$ cat src/design/flcrc_pkg.sv
package flcrc_pkg;

  // Reflected CRC32C (Castagnoli) polynomial
  localparam logic [31:0] CRC_POLY = 32'h82F6_3B78;

  // Left rotations applied to lanes 0..3 and to the tail before folding
  localparam int unsigned ROT_LANE0 = 3;
  localparam int unsigned ROT_LANE1 = 5;
  localparam int unsigned ROT_LANE2 = 7;
  localparam int unsigned ROT_LANE3 = 11;
  localparam int unsigned ROT_TAIL  = 13;

  localparam int unsigned WORD_W    = 32;
  localparam int unsigned BYTES_W   = 3;
  localparam int unsigned HELD_MAX  = 3;

  // One byte through the reflected CRC, eight bit steps, no inversion
  function automatic logic [31:0] crc_byte(input logic [31:0] crc, input logic [7:0] b);
    logic [31:0] c;
    c = crc ^ {24'd0, b};
    for (int k = 0; k < 8; k++) begin
      c = c[0] ? ((c >> 1) ^ CRC_POLY) : (c >> 1);
    end
    return c;
  endfunction

  function automatic logic [31:0] rotl32(input logic [31:0] v, input int unsigned s);
    return (v << s) | (v >> (WORD_W - s));
  endfunction

endpackage

$ cat src/design/four_lane_crc32c_hash_core.sv
// Four-lane CRC32C hash. A message arrives one 32-bit little-endian word per
// transaction; in_tuser marks the first word (clears the lanes and samples the
// seed) and in_tlast the final word, whose valid byte count may be 0..4.
// Every fourth word completes a group that runs through the four lanes, one
// byte per cycle in a single shared byte-wide CRC32C unit; any other
// non-final word is just stored in the held words. The final word then
// hashes the tail (up to 15 bytes, one byte per cycle, from the seed) and
// then folds lanes and tail into the digest, which waits in an output
// register until taken; the fold stalls while the previous digest is still
// held there. in_tready is high only while the sequencer is idle. The seed
// is kept across messages that lack a first mark.
module four_lane_crc32c_hash_core (
  input  logic        clk,
  input  logic        rst_n,
  input  logic        in_tvalid,
  output logic        in_tready,
  input  logic [71:0] in_tdata,  // [31:0] data_word, [34:32] valid_bytes, [66:35] seed, rest 0
  input  logic        in_tuser,  // [0] first
  input  logic        in_tlast,  // last
  output logic        out_tvalid,
  input  logic        out_tready,
  output logic [31:0] out_tdata  // [31:0] digest
);

  typedef enum logic [1:0] {ST_IDLE, ST_LANE, ST_TAIL, ST_DONE} state_t;

  state_t      state_r;
  logic [31:0] lane_r [4];
  logic [31:0] held_r [flcrc_pkg::HELD_MAX];
  logic [1:0]  held_cnt_r;
  logic [31:0] seed_r;
  logic [31:0] acc_r;
  logic [31:0] word_r;
  logic [2:0]  nb_r;
  logic        last_r;
  logic [1:0]  idx_r;    // lane index in ST_LANE, word index in ST_TAIL
  logic [1:0]  byte_r;
  logic        out_tvalid_r;
  logic [31:0] out_tdata_r;

  // Input field unpacking
  logic [31:0] in_word;
  logic [2:0]  in_vb;
  logic [31:0] in_seed;
  logic        in_first;
  assign in_word  = in_tdata[31:0];
  assign in_vb    = in_tdata[34:32];
  assign in_seed  = in_tdata[66:35];
  assign in_first = in_tuser;

  logic in_acc;
  assign in_tready = (state_r == ST_IDLE);
  assign in_acc    = in_tvalid && in_tready;

  // Decisions for the word being accepted
  logic [2:0] nb_eff;
  logic [1:0] held_eff;
  logic       grp_done;
  assign nb_eff   = (!in_tlast || in_vb > 3'd4) ? 3'd4 : in_vb;
  assign held_eff = in_first ? 2'd0 : held_cnt_r;
  assign grp_done = (nb_eff == 3'd4) && (held_eff == 2'd3);

  // Word and CRC operand select for the shared unit
  logic [31:0] word_sel;
  logic [31:0] crc_in;
  logic [31:0] word_sh;
  logic [31:0] crc_out;
  always_comb begin
    word_sel = word_r;
    if (state_r == ST_LANE) begin
      if (idx_r != 2'd3) word_sel = held_r[idx_r];
    end else if (idx_r != held_cnt_r) begin
      word_sel = held_r[idx_r];
    end
  end
  assign crc_in  = (state_r == ST_LANE) ? lane_r[idx_r] : acc_r;
  assign word_sh = word_sel >> {byte_r, 3'b000};
  assign crc_out = flcrc_pkg::crc_byte(crc_in, word_sh[7:0]);

  // Tail bookkeeping
  logic       tail_cur;
  logic [1:0] tail_lim;   // last byte index of the word in work
  logic       out_free;
  assign tail_cur = (idx_r == held_cnt_r);
  assign tail_lim = tail_cur ? 2'(nb_r - 3'd1) : 2'd3;
  assign out_free = !out_tvalid_r || out_tready;

  // Folded digest
  logic [31:0] digest;
  assign digest = flcrc_pkg::rotl32(lane_r[0], flcrc_pkg::ROT_LANE0)
                ^ flcrc_pkg::rotl32(lane_r[1], flcrc_pkg::ROT_LANE1)
                ^ flcrc_pkg::rotl32(lane_r[2], flcrc_pkg::ROT_LANE2)
                ^ flcrc_pkg::rotl32(lane_r[3], flcrc_pkg::ROT_LANE3)
                ^ flcrc_pkg::rotl32(acc_r, flcrc_pkg::ROT_TAIL);

  // Sequencer, state and registered outputs
  always_ff @(posedge clk) begin
    if (!rst_n) begin
      state_r      <= ST_IDLE;
      for (int i = 0; i < 4; i++) lane_r[i] <= '0;
      held_cnt_r   <= '0;
      seed_r       <= '0;
      idx_r        <= '0;
      byte_r       <= '0;
      out_tvalid_r <= 1'b0;
    end else begin
      // output valid: set by the fold, cleared when taken
      if (state_r == ST_DONE && out_free) begin
        out_tvalid_r <= 1'b1;
      end else if (out_tvalid_r && out_tready) begin
        out_tvalid_r <= 1'b0;
      end
      unique case (state_r)
        ST_IDLE: begin
          if (in_acc) begin
            word_r <= in_word;
            last_r <= in_tlast;
            idx_r  <= '0;
            byte_r <= '0;
            if (in_first) begin
              for (int i = 0; i < 4; i++) lane_r[i] <= '0;
              seed_r <= in_seed;
              acc_r  <= in_seed;
            end else begin
              acc_r  <= seed_r;
            end
            if (grp_done) begin
              nb_r       <= '0;
              held_cnt_r <= '0;
              state_r    <= ST_LANE;
            end else if (!in_tlast) begin
              held_r[held_eff] <= in_word;
              held_cnt_r       <= held_eff + 2'd1;
            end else begin
              nb_r       <= nb_eff;
              held_cnt_r <= held_eff;
              state_r    <= (held_eff == 2'd0 && nb_eff == 3'd0) ? ST_DONE : ST_TAIL;
            end
          end
        end
        ST_LANE: begin
          lane_r[idx_r] <= crc_out;
          byte_r        <= byte_r + 2'd1;
          if (byte_r == 2'd3) begin
            idx_r <= idx_r + 2'd1;
            if (idx_r == 2'd3) begin
              state_r <= last_r ? ST_DONE : ST_IDLE;
            end
          end
        end
        ST_TAIL: begin
          acc_r <= crc_out;
          if (byte_r == tail_lim) begin
            byte_r <= '0;
            idx_r  <= idx_r + 2'd1;
            priority if (tail_cur) begin
              state_r <= ST_DONE;
            end else if ((idx_r + 2'd1) == held_cnt_r && nb_r == 3'd0) begin
              state_r <= ST_DONE;
            end
          end else begin
            byte_r <= byte_r + 2'd1;
          end
        end
        ST_DONE: begin
          if (out_free) begin
            out_tdata_r  <= digest;
            for (int i = 0; i < 4; i++) lane_r[i] <= '0;
            held_cnt_r   <= '0;
            state_r      <= ST_IDLE;
          end
        end
        default: state_r <= ST_IDLE;
      endcase
    end
  end

  assign out_tvalid = out_tvalid_r;
  assign out_tdata  = out_tdata_r;

  // A final word never leaves the sequencer idle on the next cycle
  a_last_busy: assert property (@(posedge clk) disable iff (!rst_n)
    in_acc && in_tlast |=> state_r != ST_IDLE)
    else $error("final word accepted but sequencer idle");

  // Folding the digest presents a result and empties the held words
  a_done_out: assert property (@(posedge clk) disable iff (!rst_n)
    state_r == ST_DONE && out_free |=> out_tvalid_r && held_cnt_r == 2'd0)
    else $error("digest not presented after fold");

  // On a return to idle other than from the fold, the lane index has wrapped to zero
  a_lane_start: assert property (@(posedge clk) disable iff (!rst_n)
    state_r == ST_IDLE && $past(state_r) != ST_IDLE && $past(rst_n) |-> idx_r == 2'd0
      || $past(state_r) == ST_DONE)
    else $error("index not wrapped on return to idle");

endmodule

$ cat config.mk
export PLATFORM = sky130hd
export DESIGN_NAME = four_lane_crc32c_hash_core
export DESIGN_NICKNAME = d
export VERILOG_FILES = /design/src/design/flcrc_pkg.sv /design/src/design/four_lane_crc32c_hash_core.sv
export SDC_FILE = /design/constraint.sdc
export NUM_CORES = 1
export LEC_CHECK = 0
export ABC_AREA = 0
export BUFFER_PORTS_ARGS = -buffer_cell sky130_fd_sc_hd__buf_4
export CAP_MARGIN = 10
export CORE_AREA = 2 2 200 202
export DETAILED_ROUTE_END_ITERATION = 16
export DIE_AREA = 0 0 202 204
export PLACE_DENSITY = 0.72
export RECOVER_POWER = 25
export SLEW_MARGIN = 20
export SYNTH_ARGS = -nofsm -noshare
export SYNTH_HDL_FRONTEND = slang
export SYNTH_SLANG_ARGS = --single-unit
$ cat constraint.sdc
create_clock -name clk -period 4.6 [get_ports clk]
set_input_delay 0.69 -clock clk [delete_from_list [all_inputs] [get_ports clk]]
set_output_delay 0.69 -clock clk [all_outputs]
set_load 0.01 [all_outputs]
==> key figures, run 1 <==
Status
  • Status: finished clean

Layout
  • Area delta synth->final: 13.69%
  • Number of fill cells: 3321
  • Layout cells sized above 1: 16.56%
  • Antenna diodes: 0
  • Final nets: 1451
  • Post-route design area: 19850 µm²
  • Post-layout util: between 50% and 60%

Critical path
  • Largest delay contributor family on the critical path: XOR/XNOR gates
  • Worst Path Arrival: 4.59 ns
  • Crit-path max cell delay: 0.54 ns
  • Worst path slowest cell: xnor2_1
  • Buffers & Inverters on Critical Path: 2
  • Data required time of the worst path: approximately 4.9 ns
  • CP cell instances: inv_1 > ha_2 > nand2_1 > o31a_1 > buf_4 > mux4_2 > mux2i_2 > xnor2_4 > xor2_2 > xor2_2 > xnor2_1 > xnor2_1 > a21oi_1
  • Crit. End Element: flop
  • Crit Path Category: reg -> reg
  • Crit path max fanout: 17
  • Setup crit start kind: flop

Timing
  • Final period util: roughly 94%
  • Slew of the pin with the lowest slew margin: ~0.9 ns
  • Clk_skew: between 0.015 and 0.02 ns
  • Achievable frequency: 0.2311 GHz
  • Final min period: 4.326 ns
  • Setup TNS: 0 ns
  • Fin. max-slew vios: 0
  • Final hold vios: 0
  • Final setup fails: 0
  • RSZ-0062 raised after global routing: false
  • Slew HR: 40.21%

Synth
  • Synth area leaders: edfxtp_1 56%, xnor2_1 9.1%, mux4_2 5.4%
  • Yosys warns: 0
  • Top FF cell, synth: edfxtp_1
  • Part of the Yosys area used for sequential elements: 60.65%
  • FFs w/ async S/R, synth: 0%
  • Area leader, netlist: edfxtp_1
  • Synthesized instance count: 1253
  • Synth top area share: 55.72%
  • Mapped Avg Cell Area: 13.93 µm²
  • Flops & latches, synth: 367
  • Synth unique cells: 57
  • Post-synth EDFFs: 324
  • Synthesized area: 17460 µm²
  • Syn nets: 1343

Floorplanning
  • Row count: 73
  • Initial Util: 44.56%
  • Chip height: about 200 µm
  • Die area: approximately 40000 µm²
  • Top Ports: 112
  • Die Wd: between 200 and 250 µm
  • CORE AREA: 39180 µm²

Clocking
  • CTS tree: yes
  • Clock edge transition at the registers on the reported setup and hold paths: approximately 0.060 ns
  • TritonCTS Buffers: 37
  • Setup bufs post-CTS: 0
  • H-tree depth: 2
  • CTS Sinks: 367
  • Hold buffers post-CTS: 0
  • Root buf cell: clkbuf_16
  • Cts repair resizes: 0
  • Worst-Skew Late Latency: 0.54 ns
  • Longest Clk Path Bufs: 3

Global route
  • Gr ovfl total: 0
  • Initial antenna violation count: 0
  • Largest net degree at the start of global routing: 90
  • Vias in the first global route: around 10000
  • Global-route wire length before repair: 63160 µm
  • Total track usage: 20.33%

Placement
  • PortBufs: between 100 and 150
  • Cell Area, Placed: 18860 µm²
  • Detailed Place HPWL: approximately 27000 µm
  • Final Wtd Congestion: 0.8457

Drt
  • Final wirelength: ~42000 µm
  • DR DRC count: 0
  • Vias per cell: about 5.4
  • Antenna Nets Post-Route: 0
  • Initial DRC count: 950
  • Routed vias: between 10000 and 15000
  • Pre-antenna DRT Iters: 5
  • Routed WL per cell: 21.69 µm

Flow run
  • Max-cap violations: 0

Worst hold path
  • Worst min path class: in -> reg
-- cell usage after synthesis (2+ instances only) --
library cell / instances
a21oi_1: 40
ha_1: 12
buf_6: 2
clkbuf_1: 47
nor3_1: 6
o211ai_1: 10
nand3_1: 4
xnor2_1: 182
and3_1: 8
xnor3_2: 2
nand2b_1: 10
buf_2: 15
buf_1: 5
nand4b_1: 2
xnor2_4: 5
mux2_2: 13
edfxtp_1: 324
nor2_1: 140
a211oi_1: 33
mux4_2: 42
a32o_1: 25
xor2_1: 24
a21boi_0: 12
mux2i_1: 59
xnor2_2: 3
nand2_1: 59
a221oi_1: 2
o221ai_1: 4
nor2b_1: 44
o21ai_0: 23
inv_1: 15
dfxtp_1: 43
o21a_1: 2
and2_1: 6
buf_4: 4
xor2_2: 5
-- final cells by class --
type | count | area, µm² | share of cell area [%]
inverters | 15 | 56.30 | 0.2836
clock buffers | 53 | 1049 | 5.282
well taps | 525 | 656.9 | 3.309
repair buffers | 144 | 893.4 | 4.500
flip-flops and latches | 367 | 10600 | 53.38
multi-input cells | 796 | 6472 | 32.60
clock inverters | 14 | 126.4 | 0.6366
-- sequential cells by signal, summed over array words and instances (netlist names), named ones only --
signal,cells
lane_r,128
state_r,2
idx_r,2
word_r,32
acc_r,32
last_r,1
nb_r,3
held_r,96
out_tvalid,1
held_cnt_r,2
out_tdata,32
byte_r,2
seed_r,32
-- layer usage --
metal / GRT usage, % / vias to the layer above / wire length [µm]
li1: - / 4791 / -
met1: 27.51 / 5070 / 17440
met2: 33.33 / 386 / 19850
met3: 4.385 / 58 / 3360
met4: 5.541 / 0 / 869
met5: 0 / - / 0
-- logic make-up after synthesis --
kind of cell | count (synthesis) | synth area share [%]
muxes | 115 | 9.717
AOI/OAI and AO/OA | 162 | 6.664
buffers and inverters | 90 | 2.372
DFF | 367 | 60.65
adders and majority gates | 12 | 0.8599
and+or+nand+nor | 284 | 7.309
xor gates and xnor gates | 223 | 12.43
-- metrics by stage --
step,std cells,setup WS [ns],hold slack [ns]
2_1_floorplan,1253,0.05886,0.4342
3_3_place_gp,1847,0.3929,0.4381
3_5_place_dp,1847,0.3045,0.4466
4_1_cts,1914,0.2739,0.3392
5_1_grt,1914,0.02914,0.4007
6_report,1914,0.2735,0.3993
-- final timing paths --
kind	from	end	slack, ns	depth (start not counted)
setup / recovery	state_r[1]$_SDFFE_PN0P_	acc_r[16]$_DFFE_PP_	0.27	13
hold / removal	in_tdata[48]	seed_r[13]$_SDFFE_PN0P_	0.40	2
setup reg to reg	state_r[1]$_SDFFE_PN0P_	acc_r[16]$_DFFE_PP_	0.27	13
hold reg to reg	seed_r[23]$_SDFFE_PN0P_	seed_r[23]$_SDFFE_PN0P_	0.45	2
-- worst reg2reg max path, stage by stage (launching register included) --
cell and delay (ns):
dfxtp_1 0.40, inv_1 0.09, ha_2 0.21, nand2_1 0.27, o31a_1 0.20, buf_4 0.26
mux4_2 0.36, mux2i_2 0.35, xnor2_4 0.29, xor2_2 0.38, xor2_2 0.35, xnor2_1 0.21
xnor2_1 0.54, a21oi_1 0.15
-- cells in the final DEF, fill, tap and decap left out, types with 12 or more instances in the layout --
cell	count
xor2_1	24
a21oi_1	40
edfxtp_1	324
a21boi_0	12
o21ai_0	22
a211oi_1	33
nand2_1	59
clkbuf_16	39
xnor2_1	182
nor2b_1	43
a32o_1	25
mux4_2	42
mux2i_1	59
clkbuf_1	62
buf_4	94
inv_1	15
mux2_2	13
nor2_1	140
dfxtp_1	41
Power of run 1 is not shown: default switching activity piles up to over one toggle a cycle in this logic, so the estimate is an artifact.
==> inputs of run 2 (changes only) <==
--- a/config.mk
+++ b/config.mk
@@ -8,10 +8,11 @@
 export ABC_AREA = 0
 export BUFFER_PORTS_ARGS = -buffer_cell sky130_fd_sc_hd__buf_4
 export CAP_MARGIN = 10
-export CORE_AREA = 2 2 200 202
+export CORE_AREA = 2 2 212 214
 export DETAILED_ROUTE_END_ITERATION = 16
-export DIE_AREA = 0 0 202 204
-export PLACE_DENSITY = 0.72
+export DIE_AREA = 0 0 214 216
+export GPL_ROUTABILITY_DRIVEN = 0
+export PLACE_DENSITY = 0.66
 export RECOVER_POWER = 25
 export SLEW_MARGIN = 20
 export SYNTH_ARGS = -nofsm -noshare
==> run 2 against run 1 <==
Clock skew is 0.0053 ns lower. Highest routed layer unchanged. Cell count up 3.6%. Setup slack improved by 0.080 ns. First-iteration DRC count rose by 4.2%. Die area up 12%.
==> key figures, run 2 (same netlist as run 1, synthesis figures left out) <==
Status
  • Status: finished clean (unchanged)

Drt
  • Vias per cell: 5.202 (was 5.384)
  • Routed WL per cell: 21.39 µm (was 21.69 µm)
  • DR DRC count: 0 (unchanged)
  • Routed vias: 10320 (was 10310)
  • Pre-antenna DRT Iters: 7 (was 5)
  • Antenna Nets Post-Route: 0 (unchanged)
  • Initial DRC count: 990 (was 950)
  • Final wirelength: 42420 µm (was 41520 µm)

Timing
  • Clk_skew: 0.01008 ns (was 0.01536 ns)
  • Setup TNS: 0 ns (unchanged)
  • RSZ-0062 raised after global routing: false (unchanged)
  • Slew of the pin with the lowest slew margin: 0.9236 ns (was 0.8969 ns)
  • Final hold vios: 0 (unchanged)
  • Final min period: 4.246 ns (was 4.326 ns)
  • Fin. max-slew vios: 0 (unchanged)
  • Final period util: 92.31% (was 94.05%)
  • Final setup fails: 0 (unchanged)
  • Final setup margin: 0.3537 ns (was 0.2735 ns)
  • Slew HR: 38.42% (was 40.21%)
  • Achievable frequency: 0.2355 GHz (was 0.2311 GHz)

Layout
  • Max reg flops: 128 (unchanged)
  • Area delta synth->final: 14.43% (was 13.69%)
  • Number of fill cells: 3921 (was 3321)
  • Regs by FF count: lane_r: 128 flops, held_r: 96 flops (unchanged)
  • Biggest register: lane_r (unchanged)
  • Commonest non-fill, non-tap cell in the layout: edfxtp_1 (unchanged)
  • Final nets: 1452 (was 1451)
  • Antenna diodes: 0 (unchanged)
  • Most frequent cells in the layout: 324 x edfxtp_1, 182 x xnor2_1, 140 x nor2_1, 94 x buf_4 (was 324 x edfxtp_1, 182 x xnor2_1, 140 x nor2_1, 94 x buf_4, 62 x clkbuf_1)
  • Post-Layout Cell Count: 1983 (was 1914)
  • Layout cells sized above 1: 16.68% (was 16.56%)

Clocking
  • Root buf cell: clkbuf_16 (unchanged)
  • Hold buffers post-CTS: 0 (unchanged)
  • H-tree depth: 2 (unchanged)
  • CTS tree: yes (unchanged)
  • Cts repair resizes: 0 (unchanged)
  • TritonCTS Buffers: 39 (was 37)
  • CTS Sinks: 367 (unchanged)
  • Longest Clk Path Bufs: 3 (unchanged)
  • Clock edge transition at the registers on the reported setup and hold paths: 0.06 ns (about the same)
  • Setup bufs post-CTS: 0 (unchanged)
  • Worst-Skew Late Latency: 0.53 ns (was 0.54 ns)

Floorplanning
  • Die Wd: 214 µm (was 202 µm)
  • Initial Util: 39.83% (was 44.56%)
  • Top Ports: 112 (unchanged)
  • Row count: 77 (was 73)
  • CORE AREA: 43840 µm² (was 39180 µm²)
  • Chip height: 216 µm (was 204 µm)
  • Die area: 46220 µm² (was 41210 µm²)

Critical path
  • Top cell by count, worst path: xnor2_1
  • Crit Path Category: reg -> reg (unchanged)
  • Worst Path Arrival: 4.51 ns (was 4.59 ns)
  • R2R depth: 14 (was 13)
  • Worst r2r src: state_r[1]$_SDFFE_PN0P_ (unchanged)
  • FF-to-FF End: acc_r[1]$_DFFE_PP_ (was acc_r[16]$_DFFE_PP_)
  • Setup crit start kind: flop (unchanged)
  • CP cell instances: inv_1 > ha_2 > nand2_1 > o31a_1 > buf_4 > mux2i_1 > a32o_1 > a221oi_1 > buf_4 > xor2_1 > xnor2_1 > xnor2_1 > xnor2_1 > a21oi_1 (was inv_1 > ha_2 > nand2_1 > o31a_1 > buf_4 > mux4_2 > mux2i_2 > xnor2_4 > xor2_2 > xor2_2 > xnor2_1 > xnor2_1 > a21oi_1)
  • Data required time of the worst path: 4.86 ns (about the same)
  • Crit-path max cell delay: 0.52 ns (was 0.54 ns)
  • Crit. End Element: flop (unchanged)
  • Worst path slowest cell: xnor2_1 (unchanged)
  • Crit path max fanout: 28 (was 17)
  • R2r setup slk: 0.35 ns (was 0.27 ns)

Global route
  • Vias in the first global route: 10550 (was 10490)
  • Total track usage: 18.26% (was 20.33%)
  • Largest net degree at the start of global routing: 88 (was 90)
  • Gr ovfl total: 0 (unchanged)
  • Initial antenna violation count: 0 (unchanged)
  • Global-route wire length before repair: 63910 µm (was 63160 µm)

Worst hold path
  • Worst Min Path Start: in_tdata[48] (unchanged)
  • Hold Crit Depth: 2 (unchanged)
  • Worst min path class: in -> reg (unchanged)
  • WHS Endpoint: seed_r[13]$_SDFFE_PN0P_ (unchanged)

Placement
  • Setup Slack @ Placement: 0.3883 ns (was 0.3045 ns)
  • Detailed Place HPWL: 28270 µm (was 27490 µm)
  • PortBufs: 106 (unchanged)
  • Placed cell count: 1913 (was 1847)

Flow run
  • Max-cap violations: 0 (unchanged)
==> run 2: area by class of cell <==
type                       count  area, µm²  share of cell area (%)
clock inverter                18      136.4                  0.6826
multi-input combinational    796       6481                   32.44
inverter                      15      56.30                  0.2818
sequential                   367      10600                   53.04
timing repair buffer         143      889.6                   4.453
clock buffer                  52       1077                   5.392
tap                          592      740.7                   3.707
==> run 2: worst max path at each step <==
stage                             from  slack [ns]  cells past startpoint                          to
5_1_grt        state_r[1]$_SDFFE_PN0P_        0.04                     14         acc_r[23]$_DFFE_PP_
4_1_cts        state_r[1]$_SDFFE_PN0P_        0.31                     14          acc_r[6]$_DFFE_PP_
3_5_place_dp   state_r[1]$_SDFFE_PN0P_        0.39                     14          acc_r[6]$_DFFE_PP_
6_report       state_r[1]$_SDFFE_PN0P_        0.35                     14          acc_r[1]$_DFFE_PP_
3_3_place_gp   state_r[1]$_SDFFE_PN0P_        0.38                     14          acc_r[6]$_DFFE_PP_
2_1_floorplan  state_r[1]$_SDFFE_PN0P_        0.06                      7  lane_r[1][0]$_SDFFCE_PN0P_
==> run 2: critical path: cells and delay by family (launching register included) <==
kind / cells / cell delay (ns)
xor gates and xnor gates: 4 / 1.48
AOI/OAI and AO/OA: 4 / 0.83
buffers and inverters: 3 / 0.63
DFF: 1 / 0.40
and+or+nand+nor: 1 / 0.27
adders and majority gates: 1 / 0.21
muxes: 1 / 0.15
==> run 2: layer usage <==
layer	up-vias	part of all wire [%]	global-route usage (%)
li1	4791	-	-
met1	5102	44	24.59
met2	352	47	30.02
met3	71	6.4	3.411
met4	0	2.5	5.618
met5	-	0	0
==> run 2: stage by stage <==
step | utilization [%] | area (µm²) | hold WS [ns]
5_1_grt | 45.58 | 19980 | 0.4097
6_report | 45.58 | 19980 | 0.4122
4_1_cts | 46.00 | 20160 | 0.3401
3_5_place_dp | 43.23 | 18950 | 0.4458
3_3_place_gp | 43.23 | 18950 | 0.4382
2_1_floorplan | - | 17460 | 0.4342
Power of run 2 is left out for the same reason.
